**src/rtl/stsc_pkg.sv**
```systemverilog
// types, constants and helper functions for the script token scanner
package stsc_pkg;

    localparam int POSITION_BITS_DEF = 20;
    localparam int KEYWORD_CHARS_DEF = 8;
    localparam int FIELD_BITS        = 20;
    localparam int KIND_BITS         = 6;
    localparam int OUT_DEPTH         = 4;
    localparam int KW_COUNT          = 15;
    localparam int KW_MAX_LEN        = 8;

    localparam logic [FIELD_BITS-1:0] FIELD_MAX = '1;

    localparam logic [KIND_BITS-1:0] KIND_LPAREN        = 6'd0;
    localparam logic [KIND_BITS-1:0] KIND_RPAREN        = 6'd1;
    localparam logic [KIND_BITS-1:0] KIND_LBRACE        = 6'd2;
    localparam logic [KIND_BITS-1:0] KIND_RBRACE        = 6'd3;
    localparam logic [KIND_BITS-1:0] KIND_COMMA         = 6'd4;
    localparam logic [KIND_BITS-1:0] KIND_DOT           = 6'd5;
    localparam logic [KIND_BITS-1:0] KIND_MINUS         = 6'd6;
    localparam logic [KIND_BITS-1:0] KIND_PLUS          = 6'd7;
    localparam logic [KIND_BITS-1:0] KIND_SEMICOLON     = 6'd8;
    localparam logic [KIND_BITS-1:0] KIND_SLASH         = 6'd9;
    localparam logic [KIND_BITS-1:0] KIND_STAR          = 6'd10;
    localparam logic [KIND_BITS-1:0] KIND_BANG          = 6'd11;
    localparam logic [KIND_BITS-1:0] KIND_BANG_EQUAL    = 6'd12;
    localparam logic [KIND_BITS-1:0] KIND_EQUAL         = 6'd13;
    localparam logic [KIND_BITS-1:0] KIND_EQUAL_EQUAL   = 6'd14;
    localparam logic [KIND_BITS-1:0] KIND_GREATER       = 6'd15;
    localparam logic [KIND_BITS-1:0] KIND_GREATER_EQUAL = 6'd16;
    localparam logic [KIND_BITS-1:0] KIND_LESS          = 6'd17;
    localparam logic [KIND_BITS-1:0] KIND_LESS_EQUAL    = 6'd18;
    localparam logic [KIND_BITS-1:0] KIND_IDENT         = 6'd19;
    localparam logic [KIND_BITS-1:0] KIND_STRING        = 6'd20;
    localparam logic [KIND_BITS-1:0] KIND_NUMBER        = 6'd21;
    localparam logic [KIND_BITS-1:0] KIND_AND           = 6'd22;
    localparam logic [KIND_BITS-1:0] KIND_CLASS         = 6'd23;
    localparam logic [KIND_BITS-1:0] KIND_ELSE          = 6'd24;
    localparam logic [KIND_BITS-1:0] KIND_FALSE         = 6'd25;
    localparam logic [KIND_BITS-1:0] KIND_FUNCTION      = 6'd26;
    localparam logic [KIND_BITS-1:0] KIND_IF            = 6'd27;
    localparam logic [KIND_BITS-1:0] KIND_NIL           = 6'd28;
    localparam logic [KIND_BITS-1:0] KIND_OR            = 6'd29;
    localparam logic [KIND_BITS-1:0] KIND_PRINT         = 6'd30;
    localparam logic [KIND_BITS-1:0] KIND_RETURN        = 6'd31;
    localparam logic [KIND_BITS-1:0] KIND_SUPER         = 6'd32;
    localparam logic [KIND_BITS-1:0] KIND_TRUE          = 6'd33;
    localparam logic [KIND_BITS-1:0] KIND_VAR           = 6'd34;
    localparam logic [KIND_BITS-1:0] KIND_WHILE         = 6'd35;
    localparam logic [KIND_BITS-1:0] KIND_ERR_STRING    = 6'd36;
    localparam logic [KIND_BITS-1:0] KIND_ERR_CHAR      = 6'd37;
    localparam logic [KIND_BITS-1:0] KIND_END           = 6'd38;

    localparam logic [7:0] CH_NUL    = 8'h00;
    localparam logic [7:0] CH_TAB    = "\t";
    localparam logic [7:0] CH_NL     = "\n";
    localparam logic [7:0] CH_CR     = "\r";
    localparam logic [7:0] CH_SPACE  = " ";
    localparam logic [7:0] CH_QUOTE  = "\"";
    localparam logic [7:0] CH_SLASH  = "/";
    localparam logic [7:0] CH_DOT    = ".";
    localparam logic [7:0] CH_BANG   = "!";
    localparam logic [7:0] CH_EQUAL  = "=";
    localparam logic [7:0] CH_LESS   = "<";
    localparam logic [7:0] CH_GREATER = ">";
    localparam logic [7:0] CH_UNDER  = "_";

    typedef enum logic [3:0] {
        MODE_IDLE,
        MODE_SLASH,
        MODE_COMMENT,
        MODE_IDENT,
        MODE_INT,
        MODE_FRAC,
        MODE_STRING,
        MODE_OP
    } scan_mode_t;

    typedef struct packed {
        logic [7:0] char_byte;
        logic       end_of_source;
    } in_item_t;

    typedef struct packed {
        logic [KIND_BITS-1:0]  token_kind;
        logic [FIELD_BITS-1:0] token_offset;
        logic [FIELD_BITS-1:0] token_length;
        logic [FIELD_BITS-1:0] line_number;
        logic                  last_of_run;
    } out_item_t;

    typedef struct packed {
        logic [8*KW_MAX_LEN-1:0] text;
        logic [3:0]              len;
        logic [KIND_BITS-1:0]    kind;
    } kw_entry_t;

    localparam kw_entry_t KW_TABLE [KW_COUNT] = '{
        '{"while",    4'd5, KIND_WHILE},
        '{"if",       4'd2, KIND_IF},
        '{"else",     4'd4, KIND_ELSE},
        '{"True",     4'd4, KIND_TRUE},
        '{"False",    4'd5, KIND_FALSE},
        '{"Nil",      4'd3, KIND_NIL},
        '{"or",       4'd2, KIND_OR},
        '{"and",      4'd3, KIND_AND},
        '{"return",   4'd6, KIND_RETURN},
        '{"var",      4'd3, KIND_VAR},
        '{"super",    4'd5, KIND_SUPER},
        '{"print",    4'd5, KIND_PRINT},
        '{"class",    4'd5, KIND_CLASS},
        '{"function", 4'd8, KIND_FUNCTION},
        '{"for",      4'd3, KIND_FUNCTION}
    };

    function automatic logic is_digit(input logic [7:0] c);
        return (c >= "0") && (c <= "9");
    endfunction

    function automatic logic is_alpha(input logic [7:0] c);
        return ((c >= "A") && (c <= "Z")) || ((c >= "a") && (c <= "z")) || (c == CH_UNDER);
    endfunction

    function automatic logic is_op_char(input logic [7:0] c);
        return (c == CH_BANG) || (c == CH_EQUAL) || (c == CH_LESS) || (c == CH_GREATER);
    endfunction

    function automatic logic [KIND_BITS-1:0] punct_kind(input logic [7:0] c);
        logic [KIND_BITS-1:0] k;
        case (c)
            "(":     k = KIND_LPAREN;
            ")":     k = KIND_RPAREN;
            "{":     k = KIND_LBRACE;
            "}":     k = KIND_RBRACE;
            ",":     k = KIND_COMMA;
            ".":     k = KIND_DOT;
            "-":     k = KIND_MINUS;
            "+":     k = KIND_PLUS;
            ";":     k = KIND_SEMICOLON;
            "*":     k = KIND_STAR;
            default: k = KIND_ERR_CHAR;
        endcase
        return k;
    endfunction

    function automatic logic [KIND_BITS-1:0] op_kind(input logic [7:0] c, input logic with_eq);
        logic [KIND_BITS-1:0] k;
        case (c)
            CH_BANG:  k = with_eq ? KIND_BANG_EQUAL : KIND_BANG;
            CH_EQUAL: k = with_eq ? KIND_EQUAL_EQUAL : KIND_EQUAL;
            CH_LESS:  k = with_eq ? KIND_LESS_EQUAL : KIND_LESS;
            default:  k = with_eq ? KIND_GREATER_EQUAL : KIND_GREATER;
        endcase
        return k;
    endfunction

    // len is zero when the word is longer than any keyword
    function automatic logic [KIND_BITS-1:0] kw_lookup(
        input logic [KW_MAX_LEN-1:0][7:0] w,
        input logic [3:0]                 len
    );
        logic [KIND_BITS-1:0] k;
        logic                 hit;
        k = KIND_IDENT;
        for (int i = 0; i < KW_COUNT; i++) begin
            hit = (len == KW_TABLE[i].len);
            for (int j = 0; j < KW_MAX_LEN; j++) begin
                if (j < int'(KW_TABLE[i].len)) begin
                    if (w[j] != KW_TABLE[i].text[8*(int'(KW_TABLE[i].len)-1-j) +: 8]) begin
                        hit = 1'b0;
                    end
                end
            end
            if (hit) begin
                k = KW_TABLE[i].kind;
            end
        end
        return k;
    endfunction

endpackage

```
**src/rtl/script_token_scanner.sv**
```systemverilog
// streaming lexer: source bytes in, tokens out through a small result queue
//
//  channel | direction | ports                     | payload
//  --------+-----------+---------------------------+------------------------
//  source  | in        | s_valid s_ready s_data    | in_item_t  (one byte)
//  tokens  | out       | m_valid m_ready m_data    | out_item_t (one token)
//
// one source item is taken per cycle while s_ready is high; its zero, one or two tokens
// are written into a four entry result queue in the same edge and reach m_ in order, behind any queued ones.
// s_ready is low while the queue holds more than two tokens.
// aresetn is synchronous: mode idle, offsets zero, line one, queue empty.
// after the end-of-source item all further items are taken and dropped.
module script_token_scanner
    import stsc_pkg::*;
#(
    parameter int POSITION_BITS = POSITION_BITS_DEF,
    parameter int KEYWORD_CHARS = KEYWORD_CHARS_DEF
) (
    input  logic      aclk,
    input  logic      aresetn,
    input  logic      s_valid,
    output logic      s_ready,
    input  in_item_t  s_data,
    output logic      m_valid,
    input  logic      m_ready,
    output out_item_t m_data
);

    localparam int PB          = POSITION_BITS;
    localparam int KW_IDX_BITS = $clog2(KEYWORD_CHARS);
    localparam int WIDE_BITS   = (PB > FIELD_BITS) ? PB : FIELD_BITS;
    localparam int QPTR        = $clog2(OUT_DEPTH);

    scan_mode_t              mode_reg, mode_next;
    logic [7:0]              pend_reg, pend_next;
    logic [PB-1:0]           ts_reg, ts_next;
    logic [PB-1:0]           bp_reg, bp_next;
    logic [FIELD_BITS-1:0]   line_reg, line_next;
    logic                    fin_reg, fin_next;
    logic [7:0]              word_reg [KEYWORD_CHARS];
    logic                    word_we;
    logic [KW_IDX_BITS-1:0]  word_idx;

    out_item_t               q_reg [OUT_DEPTH];
    logic [QPTR-1:0]         wr_ptr_reg, rd_ptr_reg;
    logic [QPTR:0]           cnt_reg;
    logic [1:0]              n_res, n_wr;
    out_item_t               r0, r1;

    logic                    s_acc, m_acc;
    logic [7:0]              c;
    logic                    eos;
    logic                    is_blank, is_nl, dig, alp, opc, quote, slash;
    logic [PB-1:0]           bp_inc, len_cur, len_after, len_start;
    logic [FIELD_BITS-1:0]   line_inc;
    logic                    take_start, flush_able;
    logic [KIND_BITS-1:0]    flush_kind;
    logic [3:0]              kw_len;
    logic [KW_MAX_LEN-1:0][7:0] kw_word;
    logic                    flush_v, sec_v;
    out_item_t               flush_tok, sec_tok;

    function automatic logic [FIELD_BITS-1:0] sat_field(input logic [PB-1:0] v);
        logic [WIDE_BITS-1:0] wide;
        wide = WIDE_BITS'(v);
        return (wide > WIDE_BITS'(FIELD_MAX)) ? FIELD_MAX : wide[FIELD_BITS-1:0];
    endfunction

    function automatic out_item_t mk_tok(
        input logic [KIND_BITS-1:0]  kind,
        input logic [PB-1:0]         off,
        input logic [PB-1:0]         len,
        input logic [FIELD_BITS-1:0] line
    );
        out_item_t t;
        t.token_kind   = kind;
        t.token_offset = sat_field(off);
        t.token_length = sat_field(len);
        t.line_number  = line;
        t.last_of_run  = 1'b0;
        return t;
    endfunction

    assign s_ready = (cnt_reg <= (QPTR+1)'(OUT_DEPTH - 2));
    assign s_acc   = s_valid && s_ready;
    assign m_valid = (cnt_reg != '0);
    assign m_acc   = m_valid && m_ready;
    assign m_data  = q_reg[rd_ptr_reg];

    assign c        = s_data.char_byte;
    assign eos      = s_data.end_of_source || (c == CH_NUL);
    assign is_blank = (c == CH_SPACE) || (c == CH_TAB) || (c == CH_CR);
    assign is_nl    = (c == CH_NL);
    assign dig      = is_digit(c);
    assign alp      = is_alpha(c);
    assign opc      = is_op_char(c);
    assign quote    = (c == CH_QUOTE);
    assign slash    = (c == CH_SLASH);

    assign bp_inc    = (bp_reg == '1) ? bp_reg : bp_reg + PB'(1);
    assign line_inc  = (line_reg == FIELD_MAX) ? line_reg : line_reg + FIELD_BITS'(1);
    assign len_cur   = bp_reg - ts_reg;
    assign len_after = bp_inc - ts_reg;
    assign len_start = bp_inc - bp_reg;

    always_comb begin
        for (int j = 0; j < KW_MAX_LEN; j++) begin
            kw_word[j] = word_reg[j];
        end
    end

    assign kw_len = (len_cur <= PB'(KW_MAX_LEN)) ? len_cur[3:0] : 4'd0;

    // per mode: does this byte end the current token, and what it would be
    always_comb begin
        take_start = 1'b0;
        flush_able = 1'b0;
        flush_kind = KIND_NUMBER;
        case (mode_reg)
            MODE_IDLE: begin
                take_start = 1'b1;
            end
            MODE_COMMENT: begin
                take_start = is_nl;
            end
            MODE_STRING: begin
                take_start = 1'b0;
            end
            MODE_SLASH: begin
                take_start = !slash;
                flush_able = 1'b1;
                flush_kind = KIND_SLASH;
            end
            MODE_OP: begin
                take_start = (c != CH_EQUAL);
                flush_able = 1'b1;
                flush_kind = op_kind(pend_reg, 1'b0);
            end
            MODE_IDENT: begin
                take_start = !(alp || dig);
                flush_able = 1'b1;
                flush_kind = kw_lookup(kw_word, kw_len);
            end
            MODE_INT: begin
                take_start = !dig && (c != CH_DOT);
                flush_able = 1'b1;
            end
            MODE_FRAC: begin
                take_start = !dig;
                flush_able = 1'b1;
            end
            default: begin
                take_start = 1'b1;
            end
        endcase
    end

    // next state
    always_comb begin
        mode_next = mode_reg;
        pend_next = pend_reg;
        ts_next   = ts_reg;
        bp_next   = bp_reg;
        line_next = line_reg;
        fin_next  = fin_reg;
        word_we   = 1'b0;
        word_idx  = '0;
        if (s_acc && !fin_reg) begin
            if (eos) begin
                mode_next = MODE_IDLE;
                fin_next  = 1'b1;
                if (mode_reg != MODE_STRING) begin
                    ts_next = bp_reg;
                end
            end else if (take_start) begin
                ts_next = bp_reg;
                bp_next = bp_inc;
                if (is_nl) begin
                    line_next = line_inc;
                end
                if (dig) begin
                    mode_next = MODE_INT;
                end else if (alp) begin
                    mode_next = MODE_IDENT;
                    word_we   = 1'b1;
                end else if (slash) begin
                    mode_next = MODE_SLASH;
                end else if (opc) begin
                    mode_next = MODE_OP;
                    pend_next = c;
                end else if (quote) begin
                    mode_next = MODE_STRING;
                end else begin
                    mode_next = MODE_IDLE;
                end
            end else begin
                bp_next = bp_inc;
                case (mode_reg)
                    MODE_STRING: begin
                        if (is_nl) begin
                            line_next = line_inc;
                        end
                        if (quote) begin
                            mode_next = MODE_IDLE;
                        end
                    end
                    MODE_SLASH: begin
                        mode_next = MODE_COMMENT;
                    end
                    MODE_OP: begin
                        mode_next = MODE_IDLE;
                    end
                    MODE_IDENT: begin
                        if (len_cur < PB'(KEYWORD_CHARS)) begin
                            word_we  = 1'b1;
                            word_idx = len_cur[KW_IDX_BITS-1:0];
                        end
                    end
                    MODE_INT: begin
                        if (c == CH_DOT) begin
                            mode_next = MODE_FRAC;
                        end
                    end
                    default: begin
                    end
                endcase
            end
        end
    end

    // tokens caused by the current item
    always_comb begin
        flush_v   = 1'b0;
        sec_v     = 1'b0;
        flush_tok = mk_tok(flush_kind, ts_reg, len_cur, line_reg);
        sec_tok   = mk_tok(punct_kind(c), bp_reg, len_start, line_reg);
        if (!fin_reg) begin
            if (eos) begin
                if (mode_reg == MODE_STRING) begin
                    sec_v   = 1'b1;
                    sec_tok = mk_tok(KIND_ERR_STRING, ts_reg, len_cur, line_reg);
                end else begin
                    flush_v = flush_able;
                    sec_v   = 1'b1;
                    sec_tok = mk_tok(KIND_END, bp_reg, '0, line_reg);
                end
            end else if (take_start) begin
                flush_v = flush_able;
                sec_v   = !(is_blank || is_nl || dig || alp || slash || opc || quote);
            end else if (mode_reg == MODE_STRING) begin
                sec_v   = quote;
                sec_tok = mk_tok(KIND_STRING, ts_reg, len_after, line_reg);
            end else if (mode_reg == MODE_OP) begin
                sec_v   = 1'b1;
                sec_tok = mk_tok(op_kind(pend_reg, 1'b1), ts_reg, len_after, line_reg);
            end
        end
        r0    = flush_v ? flush_tok : sec_tok;
        r1    = sec_tok;
        n_res = {1'b0, flush_v} + {1'b0, sec_v};
        if (n_res == 2'd1) begin
            r0.last_of_run = 1'b1;
        end
        r1.last_of_run = 1'b1;
    end

    assign n_wr = s_acc ? n_res : 2'd0;

    always_ff @(posedge aclk) begin
        if (!aresetn) begin
            mode_reg   <= MODE_IDLE;
            pend_reg   <= '0;
            ts_reg     <= '0;
            bp_reg     <= '0;
            line_reg   <= FIELD_BITS'(1);
            fin_reg    <= 1'b0;
            wr_ptr_reg <= '0;
            rd_ptr_reg <= '0;
            cnt_reg    <= '0;
        end else begin
            mode_reg   <= mode_next;
            pend_reg   <= pend_next;
            ts_reg     <= ts_next;
            bp_reg     <= bp_next;
            line_reg   <= line_next;
            fin_reg    <= fin_next;
            wr_ptr_reg <= wr_ptr_reg + QPTR'(n_wr);
            rd_ptr_reg <= rd_ptr_reg + QPTR'(m_acc);
            cnt_reg    <= cnt_reg + (QPTR+1)'(n_wr) - (QPTR+1)'(m_acc);
        end
    end

    always_ff @(posedge aclk) begin
        if (word_we) begin
            word_reg[word_idx] <= c;
        end
        if (n_wr != 2'd0) begin
            q_reg[wr_ptr_reg] <= r0;
        end
        if (n_wr == 2'd2) begin
            q_reg[wr_ptr_reg + QPTR'(1)] <= r1;
        end
    end

endmodule

```
**config.mk**
```make
export PLATFORM = sky130hd
export DESIGN_NAME = script_token_scanner
export DESIGN_NICKNAME = d
export VERILOG_FILES = /design/src/rtl/stsc_pkg.sv /design/src/rtl/script_token_scanner.sv
export SDC_FILE = /design/constraint.sdc
export NUM_CORES = 1
export LEC_CHECK = 0
export BUFFER_PORTS_ARGS = -buffer_cell sky130_fd_sc_hd__clkbuf_2
export CAP_MARGIN = 40
export CORE_UTILIZATION = 60
export DETAILED_ROUTE_END_ITERATION = 10
export GPL_TIMING_DRIVEN = 1
export PLACE_DENSITY = 0.77
export SYNTH_ARGS = -nofsm -noshare
export SYNTH_HDL_FRONTEND = slang
export SYNTH_SLANG_ARGS = --single-unit
```
**constraint.sdc**
```tcl
create_clock -name aclk -period 16 [get_ports aclk]
set_clock_uncertainty 0.2 [all_clocks]
set_input_delay 3.2 -clock aclk [delete_from_list [all_inputs] [get_ports aclk]]
set_output_delay 3.2 -clock aclk [all_outputs]
set_load 0.02 [all_outputs]
```
==> impl_metrics.toml, run 1 <==
[run_status]
status = "finished clean"

[yosys]
synth_fp_nets = 2227
ys.flop_type = "edfxtp_1"
synth_common_cells = "edfxtp_1, nand2_1, and2_1, nor2_1, o22ai_1"
syn_area_sq_um = 23580
synthCells = 2145
synth_warnings = 0
avgSynthCellArea_sq_um = 10.99
synth_top_cells_by_area = "edfxtp_1, dfxtp_1, mux4_2, ha_1, nand2_1"
yosysTopAreaCellShare_pct = 41.77
async_reset_ff_share_pct = 0
seq_area_frac_synth_pct = 48.82
ys_ff_latch = 411
ys_types = 103
synth_edf_count = 328
synth.most_common_cell = "edfxtp_1"
yosys.area.top_type = "edfxtp_1"

[placement]
dp_cells = 2649
place_ws_ps = 6719
routabilityCongestion = 1.002
place_hpwl_mm = 47.21
portBuffers = 81

[floorplan]
num_rows = 72
fp.dieW_um = 200.2
io_pins = 82
core_region_area_sq_um = 38740
die_h_um = 200.2
die_area_sq_um = 40090
initial_core_util_pct = 60.87

[sta]
finalWorstSetupSlack_ps = 7170
period_needed_ps = 8830
tns_ps = 0
setup_violations = 0
max_freq_mhz = 113.2
finalHoldViolCount = 0
whs_ps = 258.3
rsz0062_at_grt = "false"
finalMaxSlewViolations = 0
worst_slew_margin_rel_pct = 26.63
worst_slew_pin_slew_ps = 1101
post-route-period-util_pct = 55.19

[routing]
firstDrtPassIters = 6
totalWireLength_mm = 67.28
first_iter_violations = 2301
wire_per_inst_um = 24.72
antenna_left = 0
drc_errors = 0
via_per_inst = 6.779
num_vias = 18450

[clocking]
clk_path_buf_depth = 3
cts_tree = "yes"
cts_max_level = 2
cts_sinks = 411
postCtsResizedCells = 0
cts_buffers = 42
clkTransAtPathRegs_ps = 60
root_buffer = "clkbuf_16"
clock_latency_ps = 590
postCtsSetupRepairBufs = 0
ctsHoldBuffers = 0

[finish]
nNetsFinal = 2257
final_cells = 2722
areaGrowthSynthToFinish_pct = 9.282
drive_gt1_share_pct = 13.66
largest_reg_flops = 268
n_antenna_cell = 0
fin_util_pct = 66.51

[pwr]
ir_drop_mv = 0.09534
powerDensity_nw_per_um2 = 124.4
power.leakage_nw = 9.021

[critical_path]
worst-path-max-fanout = 50
cp.required_ps = 16010
crit_path_end_kind = "register"
critPathKind = "input pin to register"
start_kind = "input pin"
worstPathArrival_ps = 8840

[global_routing]
grt_pass1_vias = 17830
grt_max_degree = 79
grt_usage_pct = 33.39
overflow = 0
antenna_found_initial = 0
grt_pass1_wl_mm = 103.1

[job]
drv_cap = 0

[hold_path]
holdCritPathClass = "register to register"
-- path summary, 6_finish.rpt --
kind	start	to	slack [ps]	cells after the start
hold / removal	pend_reg[5]	pend_reg[5]	260	1
setup reg to reg	mode_reg[0]	q_reg[0][58]	9430	13
setup / recovery	s_data[5]	q_reg[0][58]	7170	14
hold reg to reg	pend_reg[5]	pend_reg[5]	260	1
-- through the flow --
| stage | cell area (sq um) | total power, mW |
|---|---|---|
| floorplan | 23580 | 1.906 |
| global placement | 24230 | 2.200 |
| detailed placement | 24420 | 2.231 |
| CTS | 25770 | 3.200 |
| global route | 25770 | 3.305 |
| finish | 25770 | 3.205 |
-- kinds of logic (layout without fill, tap and decap cells) --
kind of cell / count (synthesis) / in the layout / share of synthesized area, %
AND/OR/NAND/NOR: 743 / 743 / 16.73
AO/OA/AOI/OAI: 540 / 540 / 16.31
flip-flops: 411 / 411 / 48.82
buffers and inverters: 205 / 264 / 3.794
adder cells (fa/ha/maj): 69 / 69 / 3.789
multiplexers: 79 / 79 / 6.915
XOR/XNOR: 98 / 98 / 3.640
-- layout make-up --
type                            instances  area, sq um
Fill cell                            2928        12970
Sequential cell                       411        11520
Multi-Input combinational cell       1529        11220
Clock buffer                           53         1102
Timing Repair Buffer                  122        774.5
Tap cell                              518        648.1
Inverter                               69        261.5
Clock inverter                         20        240.2
-- critical path: stages --
cell and delay (ps):
clkbuf_2 260, or4b_4 620, or4_1 520, a32oi_1 240
o211a_1 350, and2_4 220, or3_4 420, inv_4 210
ha_1 400, nor2_1 80, nor2_1 320, nand2_1 600
nand2_4 650, buf_4 640
-- power breakdown --
part	internal, mW	switching (mW)
clock network	0.557	0.423
logic	0.344	0.582
registers	1.24	0.0565
-- routing by layer --
metal	vias up	wire length [um]	GRT usage [%]	share of wire, %
met4	0	2781	13.30	4.1
met1	8902	26930	45.02	40
met5	-	0	0	0
met2	1085	31160	52.96	46
li1	8243	-	-	-
met3	222	6406	7.013	9.5
-- cell usage in the layout, fill, tap and decap left out, types with 9 or more instances in the layout --
cell type | netlist | routed
buf_4 | 3 | 29
edfxtp_1 | 328 | 328
or3_1 | 23 | 23
a21o_1 | 16 | 16
clkbuf_2 | 0 | 81
and2_1 | 120 | 120
o21a_1 | 15 | 15
nor3b_1 | 9 | 9
a21oi_1 | 88 | 88
nand2_1 | 208 | 204
inv_1 | 68 | 68
nor4_1 | 26 | 25
nand4b_1 | 12 | 12
a21boi_0 | 33 | 33
xor2_1 | 18 | 18
nor2_1 | 103 | 100
and3_1 | 12 | 12
nor3_1 | 46 | 45
mux2i_1 | 11 | 11
o211ai_1 | 11 | 11
nor2b_1 | 31 | 31
a22o_1 | 80 | 80
clkbuf_16 | 0 | 42
o22ai_1 | 94 | 94
clkbuf_1 | 88 | 10
nand3_1 | 50 | 50
nand2b_1 | 18 | 18
ha_1 | 65 | 65
o21ai_1 | 11 | 11
o21ai_0 | 65 | 65
xnor2_1 | 80 | 80
a211oi_1 | 10 | 10
mux4_2 | 67 | 67
nand4_1 | 25 | 25
dfxtp_1 | 83 | 81
Note: power is estimated with default switching activity, not from simulation.
==> inputs of run 2 (changes only) <==
--- a/config.mk
+++ b/config.mk
@@ -5,6 +5,7 @@
 export SDC_FILE = /design/constraint.sdc
 export NUM_CORES = 1
 export LEC_CHECK = 0
+export ABC_AREA = 1
 export BUFFER_PORTS_ARGS = -buffer_cell sky130_fd_sc_hd__clkbuf_2
 export CAP_MARGIN = 40
 export CORE_UTILIZATION = 60
==> constraint.sdc (replaced) <==
create_clock -name aclk -period 9.1 [get_ports aclk]
set_clock_uncertainty 0.2 [all_clocks]
set_input_delay 1.82 -clock aclk [delete_from_list [all_inputs] [get_ports aclk]]
set_output_delay 1.82 -clock aclk [all_outputs]
set_load 0.02 [all_outputs]
==> impl_metrics.toml, run 2 <==
[critical_path]
crit_path_end_kind = "register"
worstPathArrival_ps = 7180
critPathKind = "input pin to register"
path_cells = "clkbuf_2, inv_1, nand2_1, nor3_4, nand3_2, a221oi_2, nand3_1, nor2_8, inv_4, nor2_4, o21ai_0, nand3_1, ha_1, inv_1, nor2_1, nor2_1, nor2_2, buf_4, inv_1, nand2_4, inv_1, nor2_1"
start_kind = "input pin"
worst-path-max-fanout = 53
cpPeakStageDelay_ps = 660
cp.required_ps = 9200
reg2reg_from = "bp_reg[7]"
cp-startpoint = "s_data[7]"
crit_slowest_cell = "inv_1"
cp_common_cell = "inv_1"

[clocking]
cts_buffers = 43
clock_latency_ps = 600
cts_sinks = 411
postCtsSetupRepairBufs = 0
cts_tree = "yes"
clk_path_buf_depth = 3
root_buffer = "clkbuf_16"
postCtsResizedCells = 0
cts_max_level = 2
ctsHoldBuffers = 0
clkTransAtPathRegs_ps = 60

[sta]
finalHoldViolCount = 0
max_freq_mhz = 141.1
rsz0062_at_grt = "false"
post-route-period-util_pct = 77.86
tns_ps = 0
setup_violations = 0
period_needed_ps = 7085
worst_slew_margin_rel_pct = 37.09
worst_slew_pin_slew_ps = 935.0
finalMaxSlewViolations = 0

[hold_path]
holdCritPathClass = "register to register"
min_from = "pend_reg[7]"

[placement]
portBuffers = 81
routabilityCongestion = 1.021
place_hpwl_mm = 58.45
place_area_sq_um = 25490

[run_status]
status = "finished clean"

[floorplan]
fp.dieW_um = 204.4
die_h_um = 204.4
core_region_area_sq_um = 40100
io_pins = 82
die_area_sq_um = 41770
initial_core_util_pct = 61.28
num_rows = 73

[finish]
areaGrowthSynthToFinish_pct = 9.847
nFillCells = 3253
n_antenna_cell = 0
largest_reg_flops = 268
drive_gt1_share_pct = 7.848
layout_commonest_cell = "nand2_1"
multi_input_area_sq_um = 11300
final_area_sq_um = 26990
mostFrequentLayoutCells = "nand2_1, nor2_1, o21ai_0"
ff_latch_area_sq_um = 11520
nNetsFinal = 3207

[yosys]
ys.flop_type = "edfxtp_1"
seq_area_frac_synth_pct = 46.84
synth_edf_count = 328
yosysTopAreaCellShare_pct = 40.08
async_reset_ff_share_pct = 0
synthCells = 3101
syn_area_sq_um = 24570
synth_top_cells_by_area = "edfxtp_1, nand2_1, o21ai_0, dfxtp_1, nor2_1"
ys_types = 57
yosys.area.top_type = "edfxtp_1"
synth_common_cells = "nand2_1, nor2_1, o21ai_0, edfxtp_1, inv_1"
synth_fp_nets = 3183
synth_warnings = 0
ys_ff_latch = 411
avgSynthCellArea_sq_um = 7.924
synth.most_common_cell = "nand2_1"

[global_routing]
use_met1_pct = 57.72
grt_pass1_wl_mm = 123.9
use_met3_pct = 8.211
grt_pass1_vias = 21510
grt_max_degree = 94
antenna_found_initial = 0
grt_usage_pct = 38.88
use_met2_pct = 57.20
overflow = 0
grt-busiest-layer = "met1"

[pwr]
power.leakage_nw = 10.82
ir_drop_mv = 0.2142
finalPower_mw = 8.429
powerDensity_nw_per_um2 = 312.3

[routing]
via_per_inst = 6.326
wire_per_inst_um = 22.09
antenna_left = 0
num_vias = 23310
totalWireLength_mm = 81.41
first_iter_violations = 3316
drc_errors = 0
firstDrtPassIters = 7

[job]
drv_cap = 0
## run 2: final timing paths
| check | end | depth (start not counted) | slack (ps) |
|---|---|---|---|
| worst max register to register | q_reg[1][31] | 28 | 2470 |
| worst min register to register | pend_reg[7] | 2 | 260 |
| worst min-delay path | pend_reg[7] | 2 | 260 |
| worst max-delay path | q_reg[0][2] | 22 | 2020 |
## run 2: report_power, final
| part | internal (mW) | switching (mW) | total [mW] |
|---|---|---|---|
| sequential | 2.37 | 0.159 | 2.53 |
| combinational | 1.06 | 2.95 | 4.01 |
| clock | 1.09 | 0.804 | 1.89 |
| total | 4.52 | 3.91 | 8.43 |
## run 2: critical path: cells and delay by family
| family | cells | cell delay, ps |
|---|---|---|
| and+or+nand+nor | 12 | 2710 |
| buffers and inverters | 7 | 1950 |
| AOI/OAI and AO/OA | 2 | 390 |
| adders and majority gates | 1 | 260 |
## run 2: logic make-up after synthesis
group | after synthesis | synth area share [%]
buffers and inverters | 470 | 7.363
adder cells (fa/ha/maj) | 69 | 3.635
AO/OA/AOI/OAI | 789 | 18.14
AND/OR/NAND/NOR | 1319 | 22.49
flip-flops | 411 | 46.84
XOR/XNOR | 43 | 1.533
## run 2: final cells by class
class                           count  share of cell area [%]
Multi-Input combinational cell   2220                   41.86
Clock buffer                       50                   4.084
Tap cell                          525                   2.433
Clock inverter                     30                   1.469
Sequential cell                   411                   42.66
Timing Repair Buffer              113                   2.809
Inverter                          336                   4.686
## run 2: routing by layer
metal / vias to the layer above / share of wire (%)
li1: 10760 / -
met1: 10870 / 42
met2: 1531 / 43
met3: 145 / 13
met4: 0 / 2.5
met5: - / 0
## run 2: stage by stage
step	utilization (%)	cells	hold WS [ps]	worst slack (ps)
2_1_floorplan	-	3101	235.8	2421
3_3_place_gp	63.15	3597	243.7	1494
4_1_cts	67.31	3684	255.7	2071
3_5_place_dp	63.57	3604	246.4	1507
5_1_grt	67.32	3685	273.7	1524
6_report	67.32	3685	256.0	2015
